File: src/hw/rtl/msbbp_pkg.sv
// Shared types and constants for the MSB-first bit packer.
// No dependencies.
package msbbp_pkg;

  typedef enum logic [1:0] {
    OP_BIT1  = 2'd0,
    OP_BIT8  = 2'd1,
    OP_BIT32 = 2'd2,
    OP_FLUSH = 2'd3
  } op_t;

  localparam int unsigned BYTE_W    = 8;
  localparam int unsigned VALUE_W   = 32;
  localparam int unsigned FILL_W    = 3;
  localparam int unsigned MAX_BYTES = 4;
  localparam int unsigned WIN_W     = VALUE_W + BYTE_W;

endpackage

File: src/hw/rtl/msb_first_bit_packer_core.sv
// Latency: the first byte of an item shows on m_tdata the cycle after s accept.
// Throughput: one item per cycle when each item emits at most one byte and m_tready
// holds; an item that emits more bytes holds the input until the four-byte output
// buffer drains to its last byte (up to four bytes for a 32-bit append).
// Reset (rst, synchronous, active high) empties the output queue and the
// pending partial byte.
// Packs 1/8/32-bit appends into bytes MSB first; depends on msbbp_pkg.
module msb_first_bit_packer_core (
  input  logic                             clk,
  input  logic                             rst,
  input  logic                             s_tvalid,
  output logic                             s_tready,
  input  logic [msbbp_pkg::VALUE_W-1:0]    s_tdata,   // [31:0] value
  input  logic [1:0]                       s_tuser,   // [1:0] operation
  output logic                             m_tvalid,
  input  logic                             m_tready,
  output logic [msbbp_pkg::BYTE_W-1:0]     m_tdata,   // [7:0] out_byte
  output logic                             m_tlast    // last
);
  import msbbp_pkg::*;

  logic [BYTE_W-1:0]           partial_byte, partial_byte_next;
  logic [FILL_W-1:0]           filled_bits, filled_bits_next;
  logic [MAX_BYTES*BYTE_W-1:0] out_buf, out_buf_next;
  logic [2:0]                  out_cnt, out_cnt_next;

  op_t                         op;
  logic [WIN_W-1:0]            aligned;
  logic [WIN_W-1:0]            window;
  logic [5:0]                  total_bits;
  logic [2:0]                  num_bytes;
  logic                        in_fire, out_fire;

  assign op       = op_t'(s_tuser);
  assign s_tready = (out_cnt == 3'd0) || ((out_cnt == 3'd1) && m_tready);
  assign in_fire  = s_tvalid && s_tready;
  assign m_tvalid = (out_cnt != 3'd0);
  assign out_fire = m_tvalid && m_tready;
  assign m_tdata  = out_buf[MAX_BYTES*BYTE_W-1 -: BYTE_W];
  assign m_tlast  = (out_cnt == 3'd1);

  // Place the new bits at the top of the window, then slide them behind the
  // pending bits.
  always_comb begin
    unique case (op)
      OP_BIT1:  begin
        aligned    = {s_tdata[0], {(WIN_W-1){1'b0}}};
        total_bits = {3'b000, filled_bits} + 6'd1;
      end
      OP_BIT8:  begin
        aligned    = {s_tdata[BYTE_W-1:0], {VALUE_W{1'b0}}};
        total_bits = {3'b000, filled_bits} + 6'd8;
      end
      OP_BIT32: begin
        aligned    = {s_tdata, {BYTE_W{1'b0}}};
        total_bits = {3'b000, filled_bits} + 6'd32;
      end
      default:  begin
        aligned    = '0;
        total_bits = {3'b000, filled_bits};
      end
    endcase
    window    = {partial_byte, {VALUE_W{1'b0}}} | (aligned >> filled_bits);
    num_bytes = total_bits[5:3];
  end

  always_comb begin
    partial_byte_next = partial_byte;
    filled_bits_next  = filled_bits;
    out_buf_next      = out_buf;
    out_cnt_next      = out_cnt;
    if (out_fire) begin
      out_buf_next = {out_buf[MAX_BYTES*BYTE_W-BYTE_W-1:0], {BYTE_W{1'b0}}};
      out_cnt_next = out_cnt - 3'd1;
    end
    if (in_fire) begin
      if (op == OP_FLUSH) begin
        out_buf_next      = {partial_byte, {(MAX_BYTES-1)*BYTE_W{1'b0}}};
        out_cnt_next      = {2'b00, (filled_bits != '0)};
        partial_byte_next = '0;
        filled_bits_next  = '0;
      end else begin
        out_buf_next     = window[WIN_W-1 -: MAX_BYTES*BYTE_W];
        out_cnt_next     = num_bytes;
        filled_bits_next = total_bits[2:0];
        // keep the byte that follows the completed ones
        unique case (num_bytes)
          3'd0:    partial_byte_next = window[39:32];
          3'd1:    partial_byte_next = window[31:24];
          3'd2:    partial_byte_next = window[23:16];
          3'd3:    partial_byte_next = window[15:8];
          default: partial_byte_next = window[7:0];
        endcase
      end
    end
  end

  always_ff @(posedge clk) begin
    if (rst) begin
      partial_byte <= '0;
      filled_bits  <= '0;
      out_cnt      <= '0;
    end else begin
      partial_byte <= partial_byte_next;
      filled_bits  <= filled_bits_next;
      out_cnt      <= out_cnt_next;
    end
  end

  always_ff @(posedge clk) begin
    out_buf <= out_buf_next;
  end

endmodule
File: config.mk
export PLATFORM = sky130hd
export DESIGN_NAME = msb_first_bit_packer_core
export DESIGN_NICKNAME = d
export VERILOG_FILES = /design/src/hw/rtl/msbbp_pkg.sv /design/src/hw/rtl/msb_first_bit_packer_core.sv
export SDC_FILE = /design/constraint.sdc
export NUM_CORES = 1
export LEC_CHECK = 0
export ABC_AREA = 1
export BUFFER_PORTS_ARGS = -buffer_cell sky130_fd_sc_hd__clkbuf_2
export CAP_MARGIN = 15
export CORE_MARGIN = 3
export CORE_UTILIZATION = 40
export DETAILED_ROUTE_END_ITERATION = 12
export PLACE_DENSITY = 0.66
export SLEW_MARGIN = 20
export SYNTH_ARGS = -nofsm -noshare
export SYNTH_HDL_FRONTEND = slang
export SYNTH_SLANG_ARGS = --single-unit
File: constraint.sdc
create_clock -name clk -period 6.1 [get_ports clk]
set_clock_uncertainty 0.15 [all_clocks]
set_input_delay 0.61 -clock clk [delete_from_list [all_inputs] [get_ports clk]]
set_output_delay 0.61 -clock clk [all_outputs]
set_load 0.05 [all_outputs]
==> key figures, run 1 <==
Synthesis
  • Sequential area share after synthesis: 32.62%
  • Register bit total from synthesis: 46
  • Largest family of logic cells by synthesized area: simple AND/OR/NAND/NOR gates
  • Simple-gate share of the synthesized area: 37.75%
  • Yosys top cell area share: between 20% and 30%
  • YS warnings: 0
  • Syn Std Cell Area: approximately 0.0038 mm2
  • Adder-Cell Fraction of Synth Area: 3.288%
  • Dominant cell type by area after synthesis: edfxtp_1
  • Synth area leaders: edfxtp_1 25%, nand2_1 19%, nand3_1 11%, dfxtp_1 7.4%, o21ai_0 4.3%
  • Cells after Synth: between 500 and 600
  • Post-synth top cells: 189 x nand2_1, 82 x nand3_1, 35 x nor2_1
  • Synth cell types: 43
  • EDFF count, synth: 32
  • Asr flop ratio synth: 0%
  • Count leader, synth: nand2_1
  • XOR/XNOR Fraction of Synth Area: 0.2302%
  • Mapped Nets: 612
  • Mean post-synth cell area: 6.746 um2
  • Post-synthesis mux area share: 0%
  • Compound-Gate Fraction of Synth Area: 15.65%
  • Synth Flop Type: edfxtp_1

Global routing
  • Vias in the first global route: 3,574
  • Grt total ovfl: 0
  • Initial antenna violation count: 0
  • Tot GR Track Use: 19.32%
  • First-pass GRT wire length: 17,130 um
  • Pin count of the biggest net entering global routing: 44

Worst setup path
  • Worst r2r path cells: 10
  • R2R Path Start: out_cnt[0]
  • Critical R2R Capture: out_buf[8]
  • CP Max Fanout: 39
  • Req. time, crit path: 6000 ps
  • Crit Path Class: flop to flop
  • Crit end category: flop
  • R2r setup slk: 3690 ps
  • CP arrival: between 2000 and 2500 ps
  • Nature of the critical path startpoint: flop

Die
  • Core box area: 0.008976 mm2
  • Die ar.: 0.01072 mm2
  • Die height: 103.5 um
  • Initial core utilization: 42.39%
  • Num ports: just under 50
  • DIE WIDTH: 103.5 um
  • Rows: 34

Power and ir drop
  • Sequential share of power: 33.8%
  • Pwr dens: around 400 mW/mm2
  • Sw frac: 44.68%
  • Max IR drop VDD: about 0.22 mV
  • Clock power share: 17.1%
  • Int Pwr: between 0.9 and 1 mW
  • Combinational power share: 49.0%
  • Pleak: 1.902 nW
  • Sw Pwr: 0.7306 mW

Hold path
  • Hold path startpoint: partial_byte[2]
  • Hold Crit Depth: 2
  • Hold Path Sink: partial_byte[2]
  • Hold Path Class: flop to flop

STA
  • Rel. slew slack: 50.13%
  • Hold violation total from the final report: 0
  • RSZ-0062 raised after global routing: false
  • Slew @ Worst Pin: 745.2 ps
  • Peak Freq: 0.4150 GHz
  • Setup violations, final: 0
  • Final min period: 2410 ps
  • Tcrit/Tclk final: between 30% and 40%
  • Fin. max-slew vios: 0
  • Final setup TNS: 0 ps

Cells and area
  • Finished Core Util: 46.06%
  • Layout cells sized above 1: 16.38%
  • Final Net Count: 627
  • Filler instances: 926
  • Synthesis-to-layout area growth: 8.648%
  • Number of diodes: 0

Clocking
  • Bufs on Longest Clock Path: 2
  • H-tree levels: 2
  • CTS tree: done
  • CTS sink cnt: 46
  • Number of CTS-inserted buffers: 5
  • # resized after CTS: 0
  • Clk Latency, worst-skew pair: between 300 and 400 ps
  • Reg clk slew, reported paths: 100 ps
  • # Post-CTS Setup Buffers: 0
  • Hold-fix buffers, CTS: 0
  • Root Driver: clkbuf_8

Route
  • # DRC: 0
  • Vias after detailed routing: around 3,900
  • Vias/cell: about 5.5
  • Post-DRT Antenna Nets: 0
  • DR pass1 iterations: 5
  • Wire per inst: 14.77 um
  • DRT iter0 DRCs: 317
  • WL final: 10,430 um

Outcome
  • Run status: finished, final reports clean

Place
  • Post-DP HPWL: 7493 um
  • Port bufs: 48
  • GP Congestion: 0.8916

Job
  • Maxcap violations: 0
-- layout by cell type, fill, tap and decap left out, types with 11 or more instances in the layout --
| master | count |
|---|---|
| nor2_1 | 35 |
| a21oi_1 | 28 |
| nand3_1 | 82 |
| edfxtp_1 | 32 |
| o21ai_1 | 11 |
| inv_2 | 13 |
| clkbuf_2 | 48 |
| dfxtp_1 | 14 |
| inv_1 | 17 |
| nand2_1 | 189 |
| o21ai_0 | 33 |
-- power groups by stage --
stage / combinational, mW / sequential, mW / clock [mW]
5_1_grt: 0.877 / 0.565 / 0.298
6_report: 0.801 / 0.553 / 0.280
3_3_place_gp: 0.761 / 0.560 / 0
4_1_cts: 0.778 / 0.557 / 0.285
2_1_floorplan: 0.645 / 0.555 / 0
3_5_place_dp: 0.775 / 0.563 / 0
-- registers in the layout, summed over array words and instances, names as in the netlist --
| name | cells |
|---|---|
| partial_byte | 8 |
| out_cnt | 3 |
| filled_bits | 3 |
| out_buf | 32 |
-- worst max path at each step --
stage | cells after the start | startpoint | to
after detailed placement | 10 | s_tuser[0] | out_buf[5]
after global routing | 12 | out_cnt[0] | partial_byte[4]
after CTS | 10 | out_cnt[0] | out_buf[8]
final | 10 | out_cnt[0] | out_buf[8]
after global placement | 14 | s_tuser[0] | partial_byte[6]
after floorplan | 6 | out_cnt[0] | out_cnt[1]
-- routing by layer --
layer	global-route usage, %	vias up	share of wire (%)
met2	34.16	108	50
li1	-	1908	-
met5	0	-	0
met4	5.603	0	2.0
met3	2.612	19	4.6
met1	24.65	1826	43
-- kinds of logic (layout without fill, tap and decap cells) --
kind of cell | count (synthesis) | after routing
XOR/XNOR | 1 | 1
flip-flops | 46 | 46
AO/OA/AOI/OAI | 103 | 103
buffers and inverters | 77 | 93
adder cells (fa/ha/maj) | 10 | 10
AND/OR/NAND/NOR | 327 | 327
-- stage by stage --
| stage | area [um2] | power [mW] | setup WS [ps] | hold WS (ps) | std cells |
|---|---|---|---|---|---|
| floorplan | 3805 | 1.199 | 3025 | 297.4 | 564 |
| global placement | 3969 | 1.321 | 3547 | 312.6 | 697 |
| detailed placement | 3969 | 1.338 | 3516 | 316.2 | 697 |
| CTS | 4106 | 1.620 | 3680 | 332.1 | 705 |
| global route | 4134 | 1.740 | 3480 | 354.7 | 706 |
| finish | 4134 | 1.635 | 3690 | 335.6 | 706 |
-- critical path, cell delays in order, from the launching register on --
cell and delay [ps]:
dfxtp_1 360, inv_1 80, ha_1 240, nand2_4 110
nand2_2 80, nand2_4 360, nor2_8 120, inv_2 320
a21oi_1 60, o21ai_0 120, nand2_1 120
-- layout make-up --
class                      instances  area [um2]  share of cell area, %
multi-input combinational        441        2177                  52.66
timing repair buffer              53       297.8                  7.203
clock buffer                       5       68.82                  1.665
inverter                          32       122.6                  2.966
tap                              126       157.7                  3.814
sequential                        46        1241                  30.02
clock inverter                     3       68.82                  1.665
(Power assumes the default switching activity.)
==> run 2, diff against run 1 <==
PLACE_DENSITY = 0.68   (was 0.66)
clock period = 2 ns   (was 6.1 ns; I/O delays follow)
==> key figures, run 2 (synthesis results as in run 1) <==
Outcome
  • Run status: finished, final reports clean (unchanged)

Cells and area
  • Layout cells sized above 1: 17.77% (was 16.38%)
  • Most frequent cells in the layout: 189 x nand2_1, 82 x nand3_1, 48 x clkbuf_2 (unchanged)
  • Commonest non-fill, non-tap cell in the layout: nand2_1 (unchanged)
  • Synthesis-to-layout area growth: 11.74% (was 8.648%)
  • Register with the most flip-flops: out_buf (unchanged)
  • Largest registers: out_buf x32, partial_byte x8 (unchanged)
  • Filler instances: 927 (was 926)
  • Number of diodes: 0 (unchanged)
  • Final Net Count: 638 (was 627)
  • Largest register FFs: 32 (unchanged)
  • Fin area: 0.004252 mm2 (was 0.004134 mm2)

STA
  • Hold violation total from the final report: 0 (unchanged)
  • Fin. max-slew vios: 0 (unchanged)
  • Tcrit/Tclk final: 94.84% (was 39.51%)
  • RSZ-0062 raised after global routing: false (unchanged)
  • Peak Freq: 0.5272 GHz (was 0.4150 GHz)
  • Slew @ Worst Pin: 406.6 ps (was 745.2 ps)
  • Setup violations, final: 0 (unchanged)
  • Rel. slew slack: 72.61% (was 50.13%)
  • Final min period: 1897 ps (was 2410 ps)
  • Hold WS: 48.66 ps (was 335.6 ps)

Hold path
  • Hold Path Class: primary input to flop (was flop to flop)
  • Hold Path Sink: out_cnt[2] (was partial_byte[2])
  • Hold path startpoint: m_tready (was partial_byte[2])
  • Hold Crit Depth: 3 (was 2)

Route
  • # DRC: 0 (unchanged)
  • WL final: 10,240 um (was 10,430 um)
  • DRT iter0 DRCs: 285 (was 317)
  • Vias after detailed routing: 3,817 (was 3,861)
  • Wire per inst: 14.28 um (was 14.77 um)
  • Post-DRT Antenna Nets: 0 (unchanged)
  • DR pass1 iterations: 5 (unchanged)
  • Vias/cell: 5.324 (was 5.469)

Place
  • Post-DP Area: 0.004119 mm2 (was 0.003969 mm2)
  • Post-DP HPWL: 7740 um (was 7493 um)
  • GP Congestion: 0.8956 (was 0.8916)
  • Port bufs: 48 (unchanged)

Worst setup path
  • Crit-path most repeated cell: nand2_4 (unchanged)
  • Nature of the critical path startpoint: flop (unchanged)
  • Crit Path Class: flop to flop (unchanged)
  • R2r setup slk: 100 ps (was 3690 ps)
  • CP peak stage delay: 360 ps (about the same)
  • Crit end category: flop (unchanged)
  • Req. time, crit path: 1900 ps (was 6000 ps)
  • R2R Path Start: out_cnt[0] (unchanged)
  • Critical Path Slowest Stage Cell: dfxtp_1 (unchanged)
  • CP arrival: 1790 ps (was 2310 ps)
  • Worst r2r path cells: 11 (was 10)
  • Critical R2R Capture: out_buf[8] (unchanged)
  • Critical path, cell by cell: inv_1, ha_1, nand2_4, nand2_4, nand2_8, nor2_8, inv_2, buf_12, a21oi_1, o21ai_0, nand2_1 (was inv_1, ha_1, nand2_4, nand2_2, nand2_4, nor2_8, inv_2, a21oi_1, o21ai_0, nand2_1)
  • CP Max Fanout: 20 (was 39)

Power and ir drop
  • Pleak: 1.956 nW (was 1.902 nW)
  • Total power: 4.933 mW (was 1.635 mW)
  • Combinational power share: 51.1% (was 49.0%)
  • Sequential share of power: 34.7% (was 33.8%)
  • Clock power share: 14.2% (was 17.1%)
  • Pwr dens: 1160 mW/mm2 (was 395.5 mW/mm2)
  • Max IR drop VDD: 0.7138 mV (was 0.2155 mV)
  • Sw Pwr: 2.209 mW (was 0.7306 mW)
  • Int Pwr: 2.724 mW (was 0.9044 mW)
  • Sw frac: 44.79% (was 44.68%)

Clocking
  • CTS tree: done (unchanged)
  • Number of CTS-inserted buffers: 5 (unchanged)
  • # Post-CTS Setup Buffers: 0 (unchanged)
  • Clk Latency, worst-skew pair: 300 ps (was 310 ps)
  • CTS sink cnt: 46 (unchanged)
  • Reg clk slew, reported paths: 90 ps (was 100 ps)
  • Root Driver: clkbuf_8 (unchanged)
  • Bufs on Longest Clock Path: 2 (unchanged)
  • H-tree levels: 2 (unchanged)

Die
  • Die ar.: 0.01072 mm2 (unchanged)
  • Num ports: 49 (unchanged)
  • Initial core utilization: 42.39% (unchanged)
  • DIE WIDTH: 103.5 um (unchanged)
  • Die height: 103.5 um (unchanged)
  • Core box area: 0.008976 mm2 (unchanged)
  • Rows: 34 (unchanged)

Job
  • Maxcap violations: 0 (unchanged)

Global routing
  • Pin count of the biggest net entering global routing: 44 (unchanged)
  • Tot GR Track Use: 19.22% (was 19.32%)
  • First-pass GRT wire length: 16,990 um (was 17,130 um)
  • Vias in the first global route: 3,524 (was 3,574)
  • Initial antenna violation count: 0 (unchanged)
  • Grt total ovfl: 0 (unchanged)
==> run 2: per-layer routing <==
layer  part of all wire [%]  track usage, %
met4                    2.7           6.458
met2                     50           33.13
met1                     42           24.72
met3                    4.8           2.799
met5                      0               0
==> run 2: worst max-delay path by stage <==
stage | from | end | slack (ps)
CTS | filled_bits[0] | out_buf[8] | 50
finish | out_cnt[0] | out_buf[8] | 100
global placement | s_tuser[0] | out_buf[8] | -20
floorplan | out_cnt[0] | out_cnt[1] | 3
detailed placement | s_tuser[0] | out_buf[8] | -70
global route | out_cnt[0] | out_buf[12] | 7
==> run 2: power by group through the flow <==
stage	clock network (mW)	logic [mW]	registers, mW
global route	0.753	2.78	1.74
finish	0.702	2.52	1.71
detailed placement	0	2.52	1.73
global placement	0	2.49	1.72
floorplan	0	2.00	1.68
CTS	0.716	2.52	1.71
==> run 2: worst max-delay path: cells and delay by family (launching register included) <==
family / cells / cell delay (ps)
AND/OR/NAND/NOR: 5 / 420
flip-flops: 1 / 360
buffers and inverters: 3 / 290
adder cells (fa/ha/maj): 1 / 230
AO/OA/AOI/OAI: 2 / 170
==> run 2: final cells by class <==
class / instances / area, um2 / area share [%]
clock buffers: 6 / 72.57 / 1.707
clock inverters: 2 / 37.54 / 0.8829
inverters: 32 / 125.1 / 2.943
multi-input cells: 441 / 2191 / 51.53
flip-flops and latches: 46 / 1242 / 29.22
well taps: 126 / 157.7 / 3.708
repair buffers: 64 / 425.4 / 10.01
==> run 2: per-stage QoR <==
stage	TNS, ps	util (%)	instances	setup slack (ps)
6_report	0	47.37	717	103.3
5_1_grt	0	47.37	717	7.177
4_1_cts	0	47.23	717	47.57
3_5_place_dp	-98.22	45.89	708	-66.77
3_3_place_gp	-23.85	45.89	708	-23.85
2_1_floorplan	0	-	564	3.101
==> run 2: what timing repair did <==
item / CTS / global route
hold buffers: 1 / 0
endpoints found under the hold margin: 3 / 0
endpoints found under the setup margin: 0 / 12
gates resized for setup: 0 / 4
==> run 3, diff against run 2 <==
ABC_AREA = 0   (was 1)
==> key figures, run 3 <==
Clocking
  • Hold-fix buffers, CTS: 0 (was 1)
  • Number of CTS-inserted buffers: 5 (unchanged)
  • CTS sink cnt: 46 (unchanged)
  • Root Driver: clkbuf_8 (unchanged)
  • Bufs on Longest Clock Path: 2 (unchanged)
  • Reg clk slew, reported paths: 100 ps (was 90 ps)
  • Clk Latency, worst-skew pair: 310 ps (was 300 ps)
  • CTS tree: done (unchanged)
  • H-tree levels: 2 (unchanged)

Power and ir drop
  • Pwr dens: 957.8 mW/mm2 (was 1160 mW/mm2)
  • Max IR drop VDD: 0.8231 mV (was 0.7138 mV)
  • Pleak: 2.182 nW (was 1.956 nW)
  • Total power: 5.111 mW (was 4.933 mW)

Cells and area
  • Final Net Count: 574 (was 638)
  • Register cell area after layout: 0.001252 mm2 (was 0.001242 mm2)
  • Number of diodes: 0 (unchanged)
  • Most frequent cells in the layout: 88 x buf_4, 48 x clkbuf_2, 37 x nand2_1 (was 189 x nand2_1, 82 x nand3_1, 48 x clkbuf_2)
  • Synthesis-to-layout area growth: 41.46% (was 11.74%)
  • Layout cells sized above 1: 47.06% (was 17.77%)
  • Commonest non-fill, non-tap cell in the layout: buf_4 (was nand2_1)
  • Register with the most flip-flops: out_buf (unchanged)
  • Filler instances: 752 (was 927)
  • Largest register FFs: 32 (unchanged)
  • Largest registers: out_buf x32, partial_byte x8 (unchanged)
  • Area of the multi-input gates: 0.002614 mm2 (was 0.002191 mm2)

STA
  • Hold WS: 66.97 ps (was 48.66 ps)
  • Tcrit/Tclk final: 108.9% (was 94.84%)
  • Slew @ Worst Pin: 525.5 ps (was 406.6 ps)
  • Final min period: 2178 ps (was 1897 ps)
  • Hold violation total from the final report: 0 (unchanged)
  • Fin. max-slew vios: 0 (unchanged)
  • Rel. slew slack: 64.76% (was 72.61%)
  • Setup WS post-layout: -177.9 ps (was 103.3 ps)
  • RSZ-0062 raised after global routing: true (was false)
  • Setup violations, final: 7 (was 0)
  • Peak Freq: 0.4592 GHz (was 0.5272 GHz)

Synthesis
  • Register bit total from synthesis: 46 (unchanged)
  • Syn Std Cell Area: 0.003772 mm2 (was 0.003805 mm2)
  • EDFF count, synth: 32 (unchanged)
  • Synth area leaders: edfxtp_1 25%, mux4_2 7.8%, dfxtp_1 7.4%, mux2i_1 7.4%, nand2_1 3.9% (was edfxtp_1 25%, nand2_1 19%, nand3_1 11%, dfxtp_1 7.4%, o21ai_0 4.3%)
  • Post-synth top cells: 39 x nand2_1, 32 x edfxtp_1, 28 x mux2i_1 (was 189 x nand2_1, 82 x nand3_1, 35 x nor2_1)
  • YS warnings: 0 (unchanged)
  • Mean post-synth cell area: 9.269 um2 (was 6.746 um2)
  • Sequential area share after synthesis: 32.90% (was 32.62%)
  • Yosys top cell area share: 25.47% (was 25.25%)
  • Dominant cell type by area after synthesis: edfxtp_1 (unchanged)
  • Asr flop ratio synth: 0% (unchanged)
  • Count leader, synth: nand2_1 (unchanged)
  • Synth cell types: 59 (was 43)
  • Cells after Synth: 407 (was 564)
  • Synth Flop Type: edfxtp_1 (unchanged)
  • Mapped Nets: 455 (was 612)

Route
  • Wire per inst: 19.22 um (was 14.28 um)
  • # DRC: 0 (unchanged)
  • DRT iter0 DRCs: 314 (was 285)
  • Post-DRT Antenna Nets: 0 (unchanged)
  • Vias after detailed routing: 3,800 (was 3,817)
  • WL final: 12,200 um (was 10,240 um)
  • DR pass1 iterations: 4 (was 5)
  • Vias/cell: 5.984 (was 5.324)

Worst setup path
  • Delay-heaviest family, CP: compound AO/OA/AOI/OAI gates (was simple AND/OR/NAND/NOR gates)
  • CP peak stage delay: 520 ps (was 360 ps)
  • WP buf/inv: 0 (was 3)
  • Critical Path Slowest Stage Cell: mux4_2 (was dfxtp_1)
  • CP Max Fanout: 3 (was 20)
  • Nature of the critical path startpoint: flop (unchanged)
  • Crit end category: flop (unchanged)
  • Critical path, cell by cell: mux4_2, a22o_4, a2111oi_4, nor4b_2, a311o_1 (was inv_1, ha_1, nand2_4, nand2_4, nand2_8, nor2_8, inv_2, buf_12, a21oi_1, o21ai_0, nand2_1)
  • CP arrival: 2240 ps (was 1790 ps)
  • Crit Path Class: flop to flop (unchanged)
  • Req. time, crit path: 2060 ps (was 1900 ps)

Global routing
  • Grt total ovfl: 0 (unchanged)
  • Initial antenna violation count: 0 (unchanged)
  • Pin count of the biggest net entering global routing: 33 (was 44)
  • Vias in the first global route: 3,729 (was 3,524)
  • Tot GR Track Use: 23.15% (was 19.22%)
  • First-pass GRT wire length: 18,980 um (was 16,990 um)

Place
  • Port bufs: 48 (unchanged)
  • Post-DP HPWL: 9207 um (was 7740 um)
  • GP Congestion: 0.9499 (was 0.8956)

Hold path
  • Hold Path Class: primary input to flop (unchanged)

Die
  • Die height: 103.1 um (was 103.5 um)
  • DIE WIDTH: 103.1 um (was 103.5 um)
  • Num ports: 49 (unchanged)
  • Rows: 34 (unchanged)
  • Die ar.: 0.01063 mm2 (was 0.01072 mm2)
  • Core box area: 0.008934 mm2 (was 0.008976 mm2)
  • Initial core utilization: 42.23% (was 42.39%)

Job
  • Maxcap violations: 0 (unchanged)

Outcome
  • Run status: finished with violations (was finished, final reports clean)
  • Failing checks: setup timing
[run 3: cell count changes in the layout (fill, tap and decap cells not counted), moves of 10 or more]
cell	before	now
buf_4	10	88
mux4_2	0	13
buf_6	0	10
o21ai_0	32	11
inv_1	17	3
mux2i_1	0	22
nand3_1	82	16
nor2_1	35	25
nand2_1	189	37
[run 3: path summary, 6_finish.rpt]
path / slack, ps / endpoint / cells past startpoint / startpoint
max: -180 / partial_byte[2] / 5 / filled_bits[0]
min: 70 / filled_bits[2] / 2 / rst
max reg2reg: -180 / partial_byte[2] / 5 / filled_bits[0]
min reg2reg: 380 / out_buf[25] / 2 / out_buf[17]
[run 3: cells by family after synthesis]
family	share of synthesized area, %
buffers and inverters	6.633
flip-flops	32.90
AND/OR/NAND/NOR	16.82
adder cells (fa/ha/maj)	3.317
multiplexers	17.58
AO/OA/AOI/OAI	22.75
[run 3: final cells by class]
| class | count | share of cell area, % |
|---|---|---|
| repair buffers | 154 | 21.90 |
| flip-flops and latches | 46 | 23.47 |
| clock buffers | 5 | 1.290 |
| multi-input cells | 309 | 48.98 |
| well taps | 108 | 2.532 |
| clock inverters | 3 | 0.8206 |
| inverters | 10 | 1.008 |
[run 3: stage by stage]
step	util (%)	std cells	TNS, ps	instance area [um2]	setup WS [ps]
detailed placement	52.48	610	-7101	4688	-379.0
CTS	56.11	623	-325.4	5012	-159.5
global placement	52.48	610	-6097	4688	-365.6
floorplan	-	407	-2975	3865	-161.1
global route	59.73	635	-1396	5336	-248.6
finish	59.73	635	-608.6	5336	-177.9
[run 3: per-layer routing]
layer | routed length (um) | vias to the layer above | GRT usage, %
met5 | 0 | - | 0
met2 | 5985 | 156 | 39.17
met3 | 706 | 23 | 3.315
met1 | 5271 | 1821 | 30.60
met4 | 240 | 0 | 7.171
li1 | - | 1800 | -
[run 3: report_power, final]
group / switching [mW] / total (mW) / internal (mW)
clock network: 0.364 / 0.739 / 0.375
registers: 0.145 / 1.70 / 1.55
logic: 1.61 / 2.68 / 1.06
[run 3: worst register-to-register path: cells and delay by family, from the launching register on]
family	cells	cell delay, ps
compound gates	3	930
flops	1	380
mux	1	520
simple gates	1	90
[run 3: repair_timing]
item | CTS | global route
gates cloned | 0 | 1
pin swaps | 5 | 21
setup endpoints to repair | 19 | 30
gates resized for setup | 38 | 50
buffers inserted | 5 | 14
